### config.mk
export PLATFORM = sky130hd
export DESIGN_NAME = njm_tail
export DESIGN_NICKNAME = d
export VERILOG_FILES = /design/src/hw/rtl/njm_pkg.sv /design/src/hw/rtl/njm_tail.sv
export SDC_FILE = /design/constraint.sdc
export NUM_CORES = 1
export LEC_CHECK = 0
export BUFFER_PORTS_ARGS = -buffer_cell sky130_fd_sc_hd__buf_2
export CELL_PAD_IN_SITES_DETAIL_PLACEMENT = 1
export CELL_PAD_IN_SITES_GLOBAL_PLACEMENT = 2
export CORE_MARGIN = 2
export CORE_UTILIZATION = 25
export DETAILED_ROUTE_END_ITERATION = 10
export HOLD_SLACK_MARGIN = 0.06
export PLACE_DENSITY = 0.54
export SLEW_MARGIN = 40
export SYNTH_ARGS = -nofsm -noshare
export SYNTH_HDL_FRONTEND = slang
export SYNTH_SLANG_ARGS = --single-unit
### constraint.sdc
create_clock -name clk -period 0.8 [get_ports clk]
set_input_delay 0.04 -clock clk [delete_from_list [all_inputs] [get_ports clk]]
set_output_delay 0.04 -clock clk [all_outputs]
set_load 0.01 [all_outputs]
### src/hw/rtl/njm_pkg.sv
// ----------------------------------------------------------------------------
// njm_pkg
// Shared types, constants and the distance-compare function used by the
// nearest-jet delta-R matcher cells and tail stage.
// ----------------------------------------------------------------------------
package njm_pkg;

    typedef enum logic {
        OP_LOAD  = 1'b0,
        OP_QUERY = 1'b1
    } op_t;

    localparam int ETA_W   = 14;
    localparam int PHI_W   = 13;
    localparam int CNT_W   = 5;
    localparam int SLOT_W  = 4;
    localparam int RAD_W   = 13;
    localparam int AE_W    = 14;
    localparam int AP_W    = 12;
    localparam int DIST_W  = 28;
    localparam int BEST_W  = 26;
    localparam int DIFF_W  = 15;

    localparam logic signed [ETA_W-1:0]  ETA_LIMIT     = 14'sd5120;
    localparam logic signed [ETA_W-1:0]  ETA_LIMIT_NEG = -14'sd5120;
    localparam logic signed [PHI_W-1:0]  PHI_LIMIT     = 13'sd3217;
    localparam logic signed [PHI_W-1:0]  PHI_LIMIT_NEG = -13'sd3217;
    localparam logic signed [DIFF_W-1:0] PI_Q10        = 15'sd3217;
    localparam logic signed [DIFF_W-1:0] PI_Q10_NEG    = -15'sd3217;
    localparam logic signed [DIFF_W-1:0] TWO_PI_Q10    = 15'sd6434;

    localparam logic [RAD_W-1:0]  MATCH_RADIUS_RESET = 13'd410;
    localparam logic [BEST_W-1:0] THRESH_SQ_RESET    =
        26'(MATCH_RADIUS_RESET) * 26'(MATCH_RADIUS_RESET);

    typedef struct packed {
        logic signed [ETA_W-1:0] eta;
        logic signed [PHI_W-1:0] phi;
        logic [CNT_W-1:0]        count;
        logic                    found;
        logic [SLOT_W-1:0]       best_slot;
        logic [BEST_W-1:0]       best;
        logic                    pend;
        logic [AE_W-1:0]         pend_ae;
        logic [AP_W-1:0]         pend_ap;
    } tok_t;

    // Square the pending distance of the previous jet and keep it if closer.
    function automatic tok_t resolve(input tok_t t, input logic [SLOT_W-1:0] slot);
        logic [DIST_W-1:0] d;
        tok_t              r;
        r = t;
        d = DIST_W'(t.pend_ae) * DIST_W'(t.pend_ae)
          + DIST_W'(t.pend_ap) * DIST_W'(t.pend_ap);
        if (t.pend && (d < DIST_W'(t.best)))
        begin
            r.found     = 1'b1;
            r.best      = BEST_W'(d);
            r.best_slot = slot;
        end
        r.pend = 1'b0;
        return r;
    endfunction

endpackage

### src/hw/rtl/njm_tail.sv
// ----------------------------------------------------------------------------
// njm_tail
// End of the matcher chain: settles the last slot's distance and registers
// the result with its one-cycle strobe.
// ----------------------------------------------------------------------------
module njm_tail #(
    parameter int LAST_SLOT = 15
) (
    input  logic                          clk,
    input  logic                          rst_n,
    input  logic                          valid_in,
    input  njm_pkg::tok_t                 tok_in,
    output logic                          done,
    output logic                          match_found,
    output logic [njm_pkg::SLOT_W-1:0]    match_slot
);

    njm_pkg::tok_t                  settled;
    logic                           done_reg;
    logic                           found_reg;
    logic [njm_pkg::SLOT_W-1:0]     slot_reg;

    always_comb
    begin
        settled = njm_pkg::resolve(tok_in, njm_pkg::SLOT_W'(LAST_SLOT));
    end

    always_ff @(posedge clk or negedge rst_n)
    begin
        if (!rst_n)
        begin
            done_reg <= 1'b0;
        end
        else
        begin
            done_reg <= valid_in;
        end
    end

    always_ff @(posedge clk)
    begin
        if (valid_in)
        begin
            found_reg <= settled.found;
            slot_reg  <= settled.found ? settled.best_slot : '0;
        end
    end

    assign done        = done_reg;
    assign match_found = found_reg;
    assign match_slot  = slot_reg;

    a_no_slot_without_match: assert property (@(posedge clk) disable iff (!rst_n)
        done_reg && !found_reg |-> slot_reg == '0)
        else $error("match_slot nonzero with no match");

    a_done_one_cycle: assert property (@(posedge clk) disable iff (!rst_n)
        done_reg |=> !done_reg || $past(valid_in))
        else $error("result strobe without a token");

    a_done_follows_token: assert property (@(posedge clk) disable iff (!rst_n)
        valid_in |=> done_reg)
        else $error("token lost at chain end");

endmodule

---- Word level (Yosys, flattened, before mapping) ----
Cells that the tools add are included.
storage, ports and cells
  logic and storage cells ................. 9
  output and inout bits ................... 6
  bits in registers ....................... 6
operators by class
  mux-type cells .......................... 1
  reduce and logical (&&, ||, !) cells .... 1
  add/sub/neg operators ................... 1
  order comparisons ....................... 1
  multipliers ............................. 2
operators with widths
  operator           count
  $mux 31            1
  $add 28x24->28     1
  $lt 28x26->1       1
  $mul 14x14->28     1
  $mul 12x12->24     1
  $logic_and 1x1->1  1

---- Depth between registers and ports, before layout ----
Gate-level depths: netlist (run 1).
  word-level depth ........................ 5
  gate-level depth with buffers ........... 31

---- Worst setup path before layout (run 1) ----
No wires, ideal clock.
  path type ............................... input -> register
  from .................................... input port tok_in[22] (netlist name)
  to ...................................... register found_reg, in the netlist match_found (data pin)
  setup slack ............................. -6.312 ns
  stages on the path ...................... 29
  data required time ...................... 0.653 ns
  library setup time ...................... 0.147 ns
  path buffers ............................ 1
  data arrival time ....................... 6.965 ns
  path through ............................ clkbuf_1 inv_1 nor2_1 inv_1 fa_1 fa_1 fa_1 fa_1 inv_1 fa_1 fa_1 inv_1 fa_1 inv_1 ha_1 a211oi_2 o211ai_1 a41oi_2 nand3b_1 a31oi_1 nor4b_1 a311o_1 ha_1 nor2b_1 o21ai_0 nor4bb_1 o21ai_0 a211o_1 o21bai_1
RTL lines
  what                    line            RTL
  start: declaration      njm_tail.sv:12  input njm_pkg::tok_t tok_in,
  end signal: assignment  njm_tail.sv:44  found_reg <= settled.found;
  end: declaration        njm_tail.sv:20  logic found_reg;

---- Worst setup path in the final report (run 1) ----
  from .................................... input port tok_in[15] (netlist name)
  to ...................................... register slot_reg (netlist bit match_slot[0]) (data pin)
on the way
  longest elaborated chain between the ends .. 5
RTL lines
  what                    line            RTL
  $mul 14x14->28          njm_pkg.sv:53   d = DIST_W'(t.pend_ae) * DIST_W'(t.pend_ae)
  $add 28x24->28          njm_pkg.sv:54   + DIST_W'(t.pend_ap) * DIST_W'(t.pend_ap);
  $lt 28x26->1            njm_pkg.sv:55   if (t.pend && (d < DIST_W'(t.best)))
  $logic_and 1x1->1       njm_pkg.sv:55
  $mux 31                 njm_pkg.sv:55
  end signal: assignment  njm_tail.sv:45  slot_reg <= settled.found ? settled.best_slot : '0;
  end: declaration        njm_tail.sv:21  logic [njm_pkg::SLOT_W-1:0] slot_reg;
Every way passes these cells.
A chain may end at the register's enable or synchronous reset.

==> metrics.md, run 1 <==
| Metric | Value |
|---|---|
| Commonest non-fill, non-tap cell in the layout | inv_1 |
| Hold endpoint | match_slot[0] |
| Fraction of the cycle the final worst path needs | 876% |
| Status | finished, violations left |
| Fin worst setup slack | -6.20 ns |
| Slew @ Worst Pin | roughly 0.42 ns |
| Syn nets | approximately 1.7k |
| Area added between synthesis and finish | 29.2% |
| Largest family of logic cells by synthesized area | adder cells |
| GRT overflow | 0 |
| Initial antenna violation count | 0 |
| Worst Hold Path Cells | 1 |
| Die area | 0.0445 mm2 |
| Slew margin rel. | around 72% |
| Final Non-Filler Cells | 1,965 |
| Ant. Diodes | 0 |
| Largest net degree at the start of global routing | 12 |
| Crit path arrival time | just over 7 ns |
| Number of library cell types mapped by synthesis | 57 |
| Critical path's largest stage delay | 0.56 ns |
| I/O Pins | between 90 and 100 |
| # DRC | 0 |
| Die Y | between 200 and 250 um |
| Delay-heaviest family, CP | adder cells |
| Worst Path Max Fanout | 8 |
| First drt pass iteration count | 4 |
| PortBufs | between 60 and 70 |
| Setup crit end kind | flop |
| Clock Pin Slew Worst Setup and Hold Paths | about 0.040 ns |
| Vias/cell | a little over 4 |
| Hold WC Path Type | input pin to flop |
| Post-Synthesis Cells | ~1.2k |
| Crit path buf inv count | 8 |
| Wire per inst | ~14 um |
| Synth Area in Compound Gates | under 10% |
| Gpl congestion | about 0.80 |
| Main synth FF type | edfxtp_1 |
| Slowest CP cell | fa_2 |
| Avg Cell Area, Syn | a little over 9 um2 |
| RSZ-0062 raised after global routing | yes |
| Max cap viols | 0 |
| Maximum clock insertion buffer count | 2 |
| Post-synth ARST share | around 17% |
| DR vias | 8,135 |
| Core footprint | 0.0421 mm2 |
| Starting density of the core | about a quarter |
| Clock Tree Root | clkbuf_16 |
| GRT Total Usage | approximately 14% |
| Mux contribution to synthesized area | 0.304% |
| Synth Warn # | 0 |
| Antenna-violating nets left | 0 |
| Layout fillers | 4,905 |
| Row count | 75 |
| Post-Synth Adder-Cell Area | 63.7% |
| Post-Synth XOR/XNOR Area | under 10% |
| Mapped Area | 0.0107 mm2 |
| Seq/Total Area, Yosys | roughly 1.6% |
| Layout cell share with drive strength beyond 1 | between 20% and 30% |
| CTS tree | done |
| CTS Sinks | 6 |
| FMAX | roughly 0.14 GHz |
| EDFF count, synth | 5 |
| Kind of critical path | input pin to flop |
| Beginning of the worst hold path | valid_in |
| Yosys reg bits | 6 |
| Post-route minimum period | approximately 7 ns |
| Hold Vio Cnt, Final | 0 |
| Vias in the first global route | 9,548 |
| First-pass GRT wire length | approximately 48,000 um |
| Max reg flops | 4 |
| Detailed Route WL | around 28,000 um |
| Req. time, crit path | a little under 0.9 ns |
| Violated checks | setup timing |
| CP Launch Type | input pin |
| CTS buffer count | 3 |
| H-tree Lvls | 1 |
| Max-slew violations | 0 |
| Die X | approximately 210 um |
| Final nets | 1,920 |
| DR iter-0 viols | around 100 |
| Most frequent cells in the layout | inv_1 (347), fa_1 (232), buf_4 (209) |
| Simple-gate share of the synthesized area | 11.9% |
| Post-DP HPWL | roughly 27,000 um |
| Final setup fails | 5 |
| Cell mode on critical path | fa_1 |
| Placed Instances | 1,945 |
## Yosys cell counts (all sizes together) (2+ instances only)
cell    number  area share (%)
inv        368              13
fa         243              45
ha         157              18
and2        97             5.7
nand2       72             2.5
nor2        31             1.1
clkbuf      28            0.98
a21oi       26             1.3
xnor2       21             1.8
o21ai       20            0.93
a21o        16             1.1
xor2        12            0.98
nor2b        8            0.47
and3         6            0.40
edfxtp       5             1.4
a211oi       4            0.33
nand2b       4            0.23
nand3        4            0.19
nor3         4            0.19
o211ai       4            0.28
or2          4            0.23
nand4        3            0.18
o21a         3            0.21
a21boi       2            0.14
a31oi        2            0.12
mux2         2            0.21
nand3b       2            0.14
nor4b        2            0.16
## what timing repair did
item	CTS	global route
cloned	0	1
endpoints found under the hold margin	2	0
hold buffers	2	0
setup buffers	7	6
pin swaps	28	24
setup endpoints to repair	5	5
resized for setup	66	32
## worst max path at each step
stage / from / endpoint / slack (ns) / cells after the start
floorplan: tok_in[5] / match_found / -5.82 / 30
global placement: tok_in[5] / match_found / -6.58 / 31
detailed placement: tok_in[22] / match_slot[0] / -6.70 / 29
CTS: tok_in[9] / match_slot[1] / -6.33 / 29
global route: tok_in[18] / match_slot[0] / -6.57 / 30
finish: tok_in[15] / match_slot[0] / -6.20 / 31
## final cells by class
type                            count  area [um2]  area share (%)
Clock buffer                        4        78.8           0.569
Inverter                          368        1390            10.0
Tap cell                          539         674            4.87
Timing Repair Buffer              279        2160            15.6
Sequential cell                     6         175            1.27
Multi-Input combinational cell    769        9360            67.6
## metrics by stage
| stage | TNS, ns | hold WS (ns) | setup slack [ns] | cell area [um2] | util [%] |
|---|---|---|---|---|---|
| after floorplan | -29.08 | -0.256 | -5.82 | 11000 | - |
| after global placement | -32.89 | -0.185 | -6.58 | 13300 | 31.6 |
| after detailed placement | -33.43 | -0.179 | -6.70 | 13300 | 31.6 |
| after CTS | -31.62 | 0.103 | -6.33 | 13700 | 32.5 |
| after global routing | -32.77 | 0.114 | -6.57 | 13800 | 32.9 |
| final | -30.94 | 0.108 | -6.20 | 13800 | 32.9 |
## per-layer routing
layer,GRT usage (%),share of wire [%],up-vias
li1,-,-,3953
met1,17.1,43,4140
met2,26.6,56,30
met3,0.0743,0.41,12
met4,1.02,0.73,0
met5,0,0,-
## kinds of logic after synthesis
group / after synthesis
adder cells (fa/ha/maj): 400
buffers and inverters: 396
AND/OR/NAND/NOR: 243
AO/OA/AOI/OAI: 90
XOR/XNOR: 33
flip-flops: 6
multiplexers: 3
Power of run 1 is left out: the tool's default activity adds up to more than one toggle a clock period on the data nets, which glitch-free logic cannot reach.
==> inputs of run 2 (changes only) <==
==> constraint.sdc (replaced) <==
create_clock -name clk -period 6.9 [get_ports clk]
set_input_delay 0.345 -clock clk [delete_from_list [all_inputs] [get_ports clk]]
set_output_delay 0.345 -clock clk [all_outputs]
set_load 0.01 [all_outputs]
==> run 2 against run 1 <==
The flow still finishes with violations (setup timing). Core utilization down 0.13 points. Hold slack improved by 0.20 ns. Final cell count down 0.46%. First-iteration DRC count is 13% higher. Flip-flop and latch count is the same. Clock-buffer cell count unchanged. Via count fell by 0.11%. Die area unchanged. Sequential share of layout area hardly changed. Design area is 0.41% lower. Global-route usage increased by 0.25 points. Non-clock buffer count fell by 9. Critical endpoint is now match_slot[3].
==> metrics.md, run 2 (synthesis results as in run 1) <==
| Metric | Value |
|---|---|
| Initial antenna violation count | 0 (unchanged) |
| Final setup fails | 5 (unchanged) |
| Row count | 75 (unchanged) |
| Post-Route M1 WL | 12,100 um (-1.6%) |
| Req. time, crit path | 6.98 ns (+6.10 ns) |
| RSZ-0062 raised after global routing | yes |
| Setup crit end kind | flop |
| Slowest CP cell | fa_1 |
| Top Layer Used | met4 |
| Beginning of the worst hold path | valid_in |
| Violated checks | setup timing |
| Starting density of the core | 25.4% (unchanged) |
| Core footprint | 0.0421 mm2 (unchanged) |
| Commonest non-fill, non-tap cell in the layout | inv_1 |
| Cell mode on critical path | fa_1 |
| Vias/cell | 4.15 (+0.35%) |
| I/O Pins | 99 (unchanged) |
| Largest net degree at the start of global routing | 11 (-1) |
| Post-route minimum period | 7.41 ns |
| Fin worst setup slack | -0.507 ns (+5.70 ns) |
| Slew margin rel. | 76.4% (+4.5 points) |
| Detailed Route WL | 28,700 um (+0.78%) |
| Worst Hold Path Cells | 1 (unchanged) |
| Pre-CTS WS | -0.906 ns (+5.79 ns) |
| DR vias | 8,126 (-0.11%) |
| Maximum clock insertion buffer count | 2 (unchanged) |
| Clock Tree Root | clkbuf_16 |
| Storage cell area | 175 um2 (unchanged) |
| Layout fillers | 4,853 (-1.1%) |
| Wire per inst | 14.7 um (+1.2%) |
| Worst Setup SP | tok_in[18] |
| Kind of critical path | input pin to flop |
| Post-DP HPWL | 27,200 um (+0.23%) |
| Antenna-violating nets left | 0 (unchanged) |
| CTS buffer count | 3 (unchanged) |
| Ant. Diodes | 0 (unchanged) |
| First-pass GRT wire length | 48,300 um (+1.0%) |
| Setup tns final | -2.40 ns (+28.54 ns) |
| Final nets | 1,911 (-0.47%) |
| Most frequent cells in the layout | inv_1 (350), fa_1 (238), buf_4 (202) |
| CP Launch Type | input pin |
| Layout cell share with drive strength beyond 1 | 25.3% (-1.1 points) |
| Gpl congestion | 0.800 (+0.46%) |
| Die area | 0.0445 mm2 (unchanged) |
| # DRC | 0 (unchanged) |
| FMAX | around 0.14 GHz |
| Hold Vio Cnt, Final | 0 (unchanged) |
| Wire length on met2 | 16,400 um (+3.5%) |
| Multi-input combinational cell area | 0.00932 mm2 (-0.51%) |
| H-tree Lvls | 1 (unchanged) |
| Worst Path Max Fanout | 5 (-3) |
| PortBufs | 66 (unchanged) |
| WL met3 | 128 um (+10%) |
| Clock Pin Slew Worst Setup and Hold Paths | 0.04 ns (about the same) |
| Die Y | 211 um (unchanged) |
| Status | finished, violations left |
| CTS Sinks | 6 (unchanged) |
| GRT Total Usage | 13.8% (+0.25 points) |
| Slew @ Worst Pin | 0.344 ns (-0.0733 ns) |
| Area added between synthesis and finish | 28.6% |
| CTS tree | done |
| Max cap viols | 0 (unchanged) |
| Fraction of the cycle the final worst path needs | 107% |
| DR iter-0 viols | 118 (+13%) |
| Vias in the first global route | 9,450 (-1.0%) |
| Hold WC Path Type | input pin to flop |
| Die X | 211 um (unchanged) |
| Max-slew violations | 0 (unchanged) |
| First drt pass iteration count | 4 (unchanged) |
| Critical path's largest stage delay | 0.57 ns (about the same) |
| Max reg flops | 4 (unchanged) |
| GRT overflow | 0 (unchanged) |
| Crit path arrival time | 7.48 ns (+0.40 ns) |
## run 2: cell types whose count changed in the layout (fill, tap and decap cells not counted), moves of 2 or more
cell,change
buf_4,-7
fa_2,-6
inv_2,-3
fa_1,+6
buf_6,-5
buf_8,-5
buf_12,+9
nor2_2,+2
inv_1,+3
## run 2: metrics by stage
step	instances	cell area, um2	util [%]	hold WS, ns
final	1956	13800	32.7	0.310
after global routing	1956	13800	32.7	0.319
after CTS	1949	13700	32.5	0.310
after detailed placement	1934	13300	31.5	0.122
after global placement	1934	13300	31.5	0.120
after floorplan	1171	11000	-	0.0494
## run 2: timing repair
action                     in CTS  in global routing
setup endpoints to repair       5                  5
hold endpoints to repair        1                  0
setup buffers                   9                  7
hold buffers                    1                  0
resized for setup              75                 13
pin swaps                      28                 14
gates cloned                    1                  0
## run 2: layer usage
metal	global-route usage, %	vias to the layer above
met5	0	-
met4	0.729	0
met3	0.104	5
met2	27.7	25
met1	17.1	4153
li1	-	3943
## run 2: worst paths after layout
| check | end | slack [ns] |
|---|---|---|
| min | done | 0.31 |
| max in group asynchronous | done | 6.39 |
| max | match_slot[3] | -0.51 |
| min in group asynchronous | done | 0.42 |
## run 2: final cells by class
class / instances / share of cell area, %
flip-flops and latches: 6 / 1.27
multi-input cells: 769 / 67.6
repair buffers: 270 / 15.6
clock buffers: 4 / 0.572
well taps: 539 / 4.89
inverters: 368 / 10.1
## run 2: critical path: cells and delay by family
kind / cells / cell delay [ns]
simple gates: 9 / 1.60
compound gates: 5 / 0.87
buf+inv: 7 / 0.53
fa+ha+maj: 9 / 4.14
Power of run 2 is left out for the same reason.
==> inputs of run 3 (changes only) <==
--- a/config.mk
+++ b/config.mk
@@ -8,7 +8,7 @@
 export BUFFER_PORTS_ARGS = -buffer_cell sky130_fd_sc_hd__buf_2
 export CELL_PAD_IN_SITES_DETAIL_PLACEMENT = 1
 export CELL_PAD_IN_SITES_GLOBAL_PLACEMENT = 2
-export CORE_MARGIN = 2
+export CORE_MARGIN = 5
 export CORE_UTILIZATION = 25
 export DETAILED_ROUTE_END_ITERATION = 10
 export HOLD_SLACK_MARGIN = 0.06
==> run 3 against run 2 <==
The run still ends with setup timing left. Flip-flop and latch count stayed put. Maximum frequency rose by 0.75%. Non-clock buffer count fell by 17. Sequential share of layout area barely moved. Final cell count is 0.87% lower. Core utilization decreased by 0.45 points. Critical endpoint is now match_slot[1].
==> metrics.md, run 3 (synthesis results as in run 1) <==
| Metric | Value |
|---|---|
| Starting density of the core | 25.4% (unchanged) |
| Vias in the first global route | 9,454 (+0.042%) |
| # DRC | 0 (unchanged) |
| Clock Tree Root | clkbuf_16 |
| Layout fillers | 4,906 (+1.1%) |
| GRT Total Usage | 12.6% (-1.2 points) |
| Slowest CP cell | fa_1 |
| CTS Sinks | 6 (unchanged) |
| Area added between synthesis and finish | 26.9% |
| Core footprint | 0.0421 mm2 (unchanged) |
| Req. time, crit path | 6.98 ns (about the same) |
| H-tree Lvls | 1 (unchanged) |
| Crit path arrival time | 7.43 ns (-0.05 ns) |
| Ant. Diodes | 0 (unchanged) |
| Critical path's largest stage delay | 0.59 ns (+0.02 ns) |
| Slew margin rel. | 76.1% (-0.38 points) |
| Post-route minimum period | 7.35 ns (-0.0549 ns) |
| Setup crit end kind | flop |
| CTS buffer count | 3 (unchanged) |
| PortBufs | 66 (unchanged) |
| Final Cell Area | 0.0136 mm2 (-1.4%) |
| I/O Pins | 99 (unchanged) |
| Post-DP Area | 0.0132 mm2 (-0.57%) |
| Kind of critical path | input pin to flop |
| Die area | 0.0471 mm2 (+5.8%) |
| Clock Pin Slew Worst Setup and Hold Paths | 0.03 ns (about the same) |
| First drt pass iteration count | 4 (unchanged) |
| Largest net degree at the start of global routing | 12 (+1) |
| Antenna-violating nets left | 0 (unchanged) |
| Initial antenna violation count | 1 (+1) |
| Maximum clock insertion buffer count | 2 (unchanged) |
| Gpl congestion | 0.775 (-3.1%) |
| Fin util | 32.3% (-0.45 points) |
| Final setup fails | 5 (unchanged) |
| Most frequent cells in the layout | inv_1 (350), fa_1 (236), buf_4 (186) |
| Wire per inst | 14.8 um (+1.2%) |
| Status | finished, violations left |
| Vias/cell | 4.17 (+0.48%) |
| Fraction of the cycle the final worst path needs | 107% (-0.80 points) |
| Row count | 75 (unchanged) |
| CP Launch Type | input pin |
| Post-DP HPWL | 27,200 um (+0.31%) |
| Fin worst setup slack | -0.452 ns (+0.0549 ns) |
| Worst Hold Path Cells | 1 (unchanged) |
| Detailed Route WL | 28,800 um (+0.36%) |
| Final nets | 1,894 (-0.89%) |
| CTS tree | done |
| GRT overflow | 0 (unchanged) |
| DR iter-0 viols | 154 (+31%) |
| First-pass GRT wire length | 48,100 um (-0.56%) |
| Hold WC Path Type | input pin to flop |
| DR vias | 8,094 (-0.39%) |
| Hold Vio Cnt, Final | 0 (unchanged) |
| Layout cell share with drive strength beyond 1 | 24.9% (-0.48 points) |
| Violated checks | setup timing |
| RSZ-0062 raised after global routing | yes |
| FMAX | 0.136 GHz (+0.75%) |
| Max-slew violations | 0 (unchanged) |
| Die Y | 217 um (+2.8%) |
| Worst Path Max Fanout | 7 (+2) |
| Max reg flops | 4 (unchanged) |
| Commonest non-fill, non-tap cell in the layout | inv_1 |
| Die X | 217 um (+2.8%) |
| Setup tns final | -2.22 ns (+0.180 ns) |
| Slew @ Worst Pin | 0.357 ns (+0.0121 ns) |
| Max cap viols | 0 (unchanged) |
| WHS | 0.314 ns (+0.00356 ns) |
## run 3: changes by cell type in the layout (fill, tap and decap cells not counted), sizes merged
cell | before | now
buf | 268 | 250
bufbuf | 1 | 0
clkbuf | 4 | 6
## run 3: worst paths after layout
path,startpoint,endpoint,slack [ns]
max,tok_in[15],match_slot[1],-0.45
min,valid_in,done,0.31
max in group asynchronous,rst_n,done,6.39
min in group asynchronous,rst_n,done,0.43
## run 3: critical path: cells and delay by family
family	cells	cell delay, ns
simple gates	6	0.70
compound gates	8	1.46
buf+inv	9	0.76
fa+ha+maj	9	4.15
## run 3: area by class of cell
class                           instances  area, um2  area share, %
Sequential cell                         6        175           1.29
Timing Repair Buffer                  253       1900           14.0
Multi-Input combinational cell        769       9380           68.9
Inverter                              368       1400           10.3
Tap cell                              539        674           4.96
Clock buffer                            4       78.8          0.580
## run 3: repair_timing
action | in CTS | in global routing
pin swaps | 11 | 32
buffers inserted | 4 | 7
resized for setup | 26 | 56
hold endpoints to repair | 1 | 0
hold buffers | 1 | 0
endpoints found under the setup margin | 5 | 5
## run 3: metrics by stage
| stage | std cells | setup WS [ns] |
|---|---|---|
| 6_report | 1939 | -0.452 |
| 5_1_grt | 1939 | -0.786 |
| 4_1_cts | 1933 | -0.480 |
| 3_5_place_dp | 1924 | -0.860 |
| 3_3_place_gp | 1924 | -0.810 |
| 2_1_floorplan | 1171 | -0.0268 |
## run 3: layer usage
layer / vias up / track usage, % / share of wire (%)
li1: 3905 / - / -
met1: 4149 / 15.8 / 42
met2: 35 / 25.3 / 57
met3: 5 / 0.111 / 0.68
met4: 0 / 0.611 / 0.19
met5: - / 0 / 0
Power of run 3 is left out for the same reason.
